<file path="src/rtl/shet_pkg.sv">
`timescale 1ns / 1ps

package shet_pkg;

    localparam int TAG_W    = 16;
    localparam int ENERGY_W = 32;
    localparam int SUM_W    = 40;
    localparam int FIELD_W  = 16;

    // per-entry payload carried alongside the key
    typedef struct packed {
        logic [TAG_W-1:0] tag;
        logic [SUM_W-1:0] sum;
    } shet_payload_t;

    // control broadcast from the top level to every cell
    typedef struct packed {
        logic add_en;      // an add transaction is applied this cycle
        logic ins_en;      // the key is new and there is room for it
        logic shift_down;  // readout: every cell takes its upper neighbor
    } shet_ctrl_t;

    typedef enum logic {
        ST_IDLE,
        ST_DRAIN
    } shet_state_t;

    localparam logic OP_ADD  = 1'b0;
    localparam logic OP_READ = 1'b1;

endpackage

</file>
<file path="src/rtl/shet_cell.sv">
`timescale 1ns / 1ps

module shet_cell
    import shet_pkg::*;
#(
    parameter int KEY_BITS = 48
)
(
    input  logic                clk,
    input  logic                rst_n,
    input  shet_ctrl_t          ctrl,
    input  logic [KEY_BITS-1:0] new_key,
    input  shet_payload_t       new_pay,
    input  logic [ENERGY_W-1:0] new_energy,
    input  logic                prev_ge,
    input  logic                prev_valid,
    input  logic [KEY_BITS-1:0] prev_key,
    input  shet_payload_t       prev_pay,
    input  logic                next_valid,
    input  logic [KEY_BITS-1:0] next_key,
    input  shet_payload_t       next_pay,
    output logic                ge,
    output logic                eq,
    output logic                valid,
    output logic [KEY_BITS-1:0] key,
    output shet_payload_t       pay
);

    logic                valid_reg, valid_next;
    logic [KEY_BITS-1:0] key_reg, key_next;
    shet_payload_t       pay_reg, pay_next;
    logic [SUM_W:0]      acc;

    assign eq = valid_reg && (key_reg == new_key);
    // an empty cell sorts above every key
    assign ge = !valid_reg || (key_reg > new_key);

    assign acc = {1'b0, pay_reg.sum} + (SUM_W + 1)'(new_energy);

    always_comb
    begin
        valid_next = valid_reg;
        key_next   = key_reg;
        pay_next   = pay_reg;
        if (ctrl.shift_down)
        begin
            valid_next = next_valid;
            key_next   = next_key;
            pay_next   = next_pay;
        end
        else if (ctrl.add_en)
        begin
            if (eq)
            begin
                pay_next.sum = acc[SUM_W] ? {SUM_W{1'b1}} : acc[SUM_W-1:0];
            end
            else if (ctrl.ins_en && prev_ge)
            begin
                valid_next = prev_valid;
                key_next   = prev_key;
                pay_next   = prev_pay;
            end
            else if (ctrl.ins_en && ge)
            begin
                valid_next = 1'b1;
                key_next   = new_key;
                pay_next   = new_pay;
            end
        end
    end

    always_ff @(posedge clk or negedge rst_n)
    begin
        if (!rst_n)
        begin
            valid_reg <= 1'b0;
        end
        else
        begin
            valid_reg <= valid_next;
        end
    end

    always_ff @(posedge clk)
    begin
        key_reg <= key_next;
        pay_reg <= pay_next;
    end

    assign valid = valid_reg;
    assign key   = key_reg;
    assign pay   = pay_reg;

endmodule

</file>
<file path="config.mk">
export PLATFORM = sky130hd
export DESIGN_NAME = shet_cell
export DESIGN_NICKNAME = d
export VERILOG_FILES = /design/src/rtl/shet_pkg.sv /design/src/rtl/shet_cell.sv
export SDC_FILE = /design/constraint.sdc
export NUM_CORES = 1
export LEC_CHECK = 0
export BUFFER_PORTS_ARGS = -buffer_cell sky130_fd_sc_hd__buf_2
export CAP_MARGIN = 25
export CELL_PAD_IN_SITES_DETAIL_PLACEMENT = 0
export CELL_PAD_IN_SITES_GLOBAL_PLACEMENT = 1
export CORE_AREA = 2 2 181 183
export DETAILED_ROUTE_END_ITERATION = 10
export DIE_AREA = 0 0 183 185
export GPL_TIMING_DRIVEN = 0
export PLACE_DENSITY_LB_ADDON = 0.1
export RECOVER_POWER = 100
export SLEW_MARGIN = 15
export SYNTH_ARGS = -nofsm -noshare
export SYNTH_HDL_FRONTEND = slang
export SYNTH_SLANG_ARGS = --single-unit
</file>
<file path="constraint.sdc">
create_clock -name clk -period 9.4 [get_ports clk]
set_clock_uncertainty 0.05 [all_clocks]
set_input_delay 1.88 -clock clk [delete_from_list [all_inputs] [get_ports clk]]
set_output_delay 1.88 -clock clk [all_outputs]
set_load 0.02 [all_outputs]
</file>
==> run metrics <==
Row Count 66; delay-heaviest family, CP buffers and inverters; peak supply drop 74.6 uV; WP data required 9.59 ns; Util after Layout 37.1%; Setup Buffers After CTS 0; total power 1.58 mW; Worst-Skew Late Latency 0.36 ns; clk slew on worst S/H paths 0.08 ns; delay of the slowest critical-path stage 1.56 ns; DIE HEIGHT 185 um; hold_buf cts 0; I/O pin count 459; DIE AREA 33,900 um^2; most common cell after layout, fill and taps aside buf_2; Setup Crit Path Kind primary input to flop; PostCTS Resize Cnt 0; fraction of layout cells with a size suffix above 1 25.2%; clk buf depth 2; Min Clock Period, post-route 7.10 ns; nets 1,927; Final Cycle Share 75.5%; fin worst setup slack 2.30 ns; Final Wtd Congestion 0.835; final slew viol count 109; Remaining DRCs 0; CTS tree yes; CP arrival 7.29 ns; core footprint 32,000 um^2; clock sinks 105; Hold Vio Cnt, Final 0; violated checks capacitance limit, slew limit; CTS Root Cell clkbuf_16; async set or reset register ratio after synthesis 0.952%; Initial Util 27.9%; H-tree depth 3; HP Class flop to flop; vias per cell 4.95; Post-synth EDFFs 104; Max-slew headroom -51.4%; Seq cells post-synth 105; cell mode on critical path clkbuf_1; gr ovfl total 0; Post-Syn Area 8950 um^2; worst path bufs/invs 4; leakage power 5.79 nW; Via Count 9,469; placed insts 1,891; library cells used by synthesis 61; die width 183 um; kind of start point of the critical path primary input; CP max FO 35; worst path cell trace clkbuf_1, inv_1, ha_1, nand4_1, nor3_1, nor4b_1, clkbuf_1, o211ai_1, nand3_1, o21a_1, a31o_1, clkbuf_1, mux2_1; initial antenna violation count 14; Total Routing Usage GR 22.4%; most frequent cells in the layout buf_2, clkbuf_1, nand2_1; First-pass DRT Iterations 5; Critical-path top delay cell clkbuf_1; CP endpoint kind flop; Finish-stage setup viols 0; Post-Route WL 39.0 mm; Max Fclk 141 MHz; Mapped Avg Cell Area 8.74 um^2; pre-CTS setup slack 2.66 ns; Top FF cell, synth edfxtp_1; TritonCTS Buffers 9; largest net degree at the start of global routing 41; dpl hpwl 32.1 mm; Area Growth Syn to Fin 32.8%; unrepaired setup endpoints after global routing false; Layout Cells excl Fill 1,914; IO buf count 457; Ys Warns 0; Syn Nets 1,457; first-pass GRT wire length 56.7 mm; wire length per cell 20.4 um; max reg flops 56; Slew @ Worst Pin 2.27 ns; setup TNS 0 ns; vias in the first global route 9,710; status finished with violations; DRT antenna net count 0; Gate Count Post-Synth 1,024; max-cap violations 3; PD cells 133 nW/um^2; drt initial violations 504; register area share after synthesis 35.2%
-- area by class of cell --
cell class	count	area, um^2
Fill cell	3564	20200
Multi-Input combinational cell	805	5310
Sequential cell	105	3150
Timing Repair Buffer	459	2160
Tap cell	408	510
Clock buffer	9	225
Buffer	56	219
Inverter	58	218
Clock inverter	7	76.3
Antenna cell	7	17.5
-- worst paths after layout --
path	from	cells past startpoint	slack [ns]	endpoint
max	new_key[42]	13	2.30	valid$_DFFE_PN0P_
min	valid$_DFFE_PN0P_	1	0.66	valid$_DFFE_PN0P_
max reg2reg	key[41]$_DFFE_PP_	11	3.55	valid$_DFFE_PN0P_
min reg2reg	valid$_DFFE_PN0P_	1	0.66	valid$_DFFE_PN0P_
max in group asynchronous	rst_n	1	7.99	valid$_DFFE_PN0P_
min in group asynchronous	rst_n	1	1.23	valid$_DFFE_PN0P_
-- cell families after synthesis --
| group | synth area share (%) |
|---|---|
| xor+xnor | 3.23 |
| compound gates | 21.6 |
| mux | 9.71 |
| flops | 35.2 |
| simple gates | 13.9 |
| fa+ha+maj | 11.4 |
| buf+inv | 5.05 |
-- synth_stat cells, drive strengths merged, types with 5 or more instances --
| cell | number | area share [%] |
|---|---|---|
| xnor2 | 15 | 1.5 |
| nor2 | 41 | 1.7 |
| nand2b | 8 | 0.56 |
| nand4 | 19 | 1.3 |
| a21o | 34 | 2.9 |
| ha | 80 | 11 |
| xor2 | 18 | 1.8 |
| o21a | 5 | 0.42 |
| inv | 58 | 2.4 |
| o21ai | 155 | 8.7 |
| nand3 | 14 | 0.78 |
| mux2 | 7 | 0.88 |
| nand2 | 135 | 5.7 |
| nor3 | 10 | 0.56 |
| a31oi | 6 | 0.42 |
| mux2i | 79 | 8.8 |
| a21oi | 99 | 5.7 |
| nor2b | 9 | 0.63 |
| and3 | 12 | 0.84 |
| edfxtp | 104 | 35 |
| buf | 15 | 0.89 |
| a211oi | 8 | 0.67 |
| o22ai | 6 | 0.42 |
| clkbuf | 41 | 1.7 |
-- routing by layer --
metal	global-route usage (%)	part of all wire (%)
met1	25.3	39
met2	41.8	51
met3	5.82	7.3
met4	5.73	2.2
met5	0	0.21
-- power by group --
group          internal, mW  switching [mW]
sequential            0.574          0.0287
combinational         0.219           0.343
clock                 0.211           0.209
-- stage by stage --
| step | hold slack (ns) | instance area [um^2] |
|---|---|---|
| 2_1_floorplan | 0.647 | 8950 |
| 3_3_place_gp | 0.638 | 11700 |
| 3_5_place_dp | 0.654 | 11800 |
| 4_1_cts | 0.677 | 12100 |
| 5_1_grt | 0.704 | 11900 |
| 6_report | 0.662 | 11900 |
No activity file was read; power rests on OpenSTA's default activity.
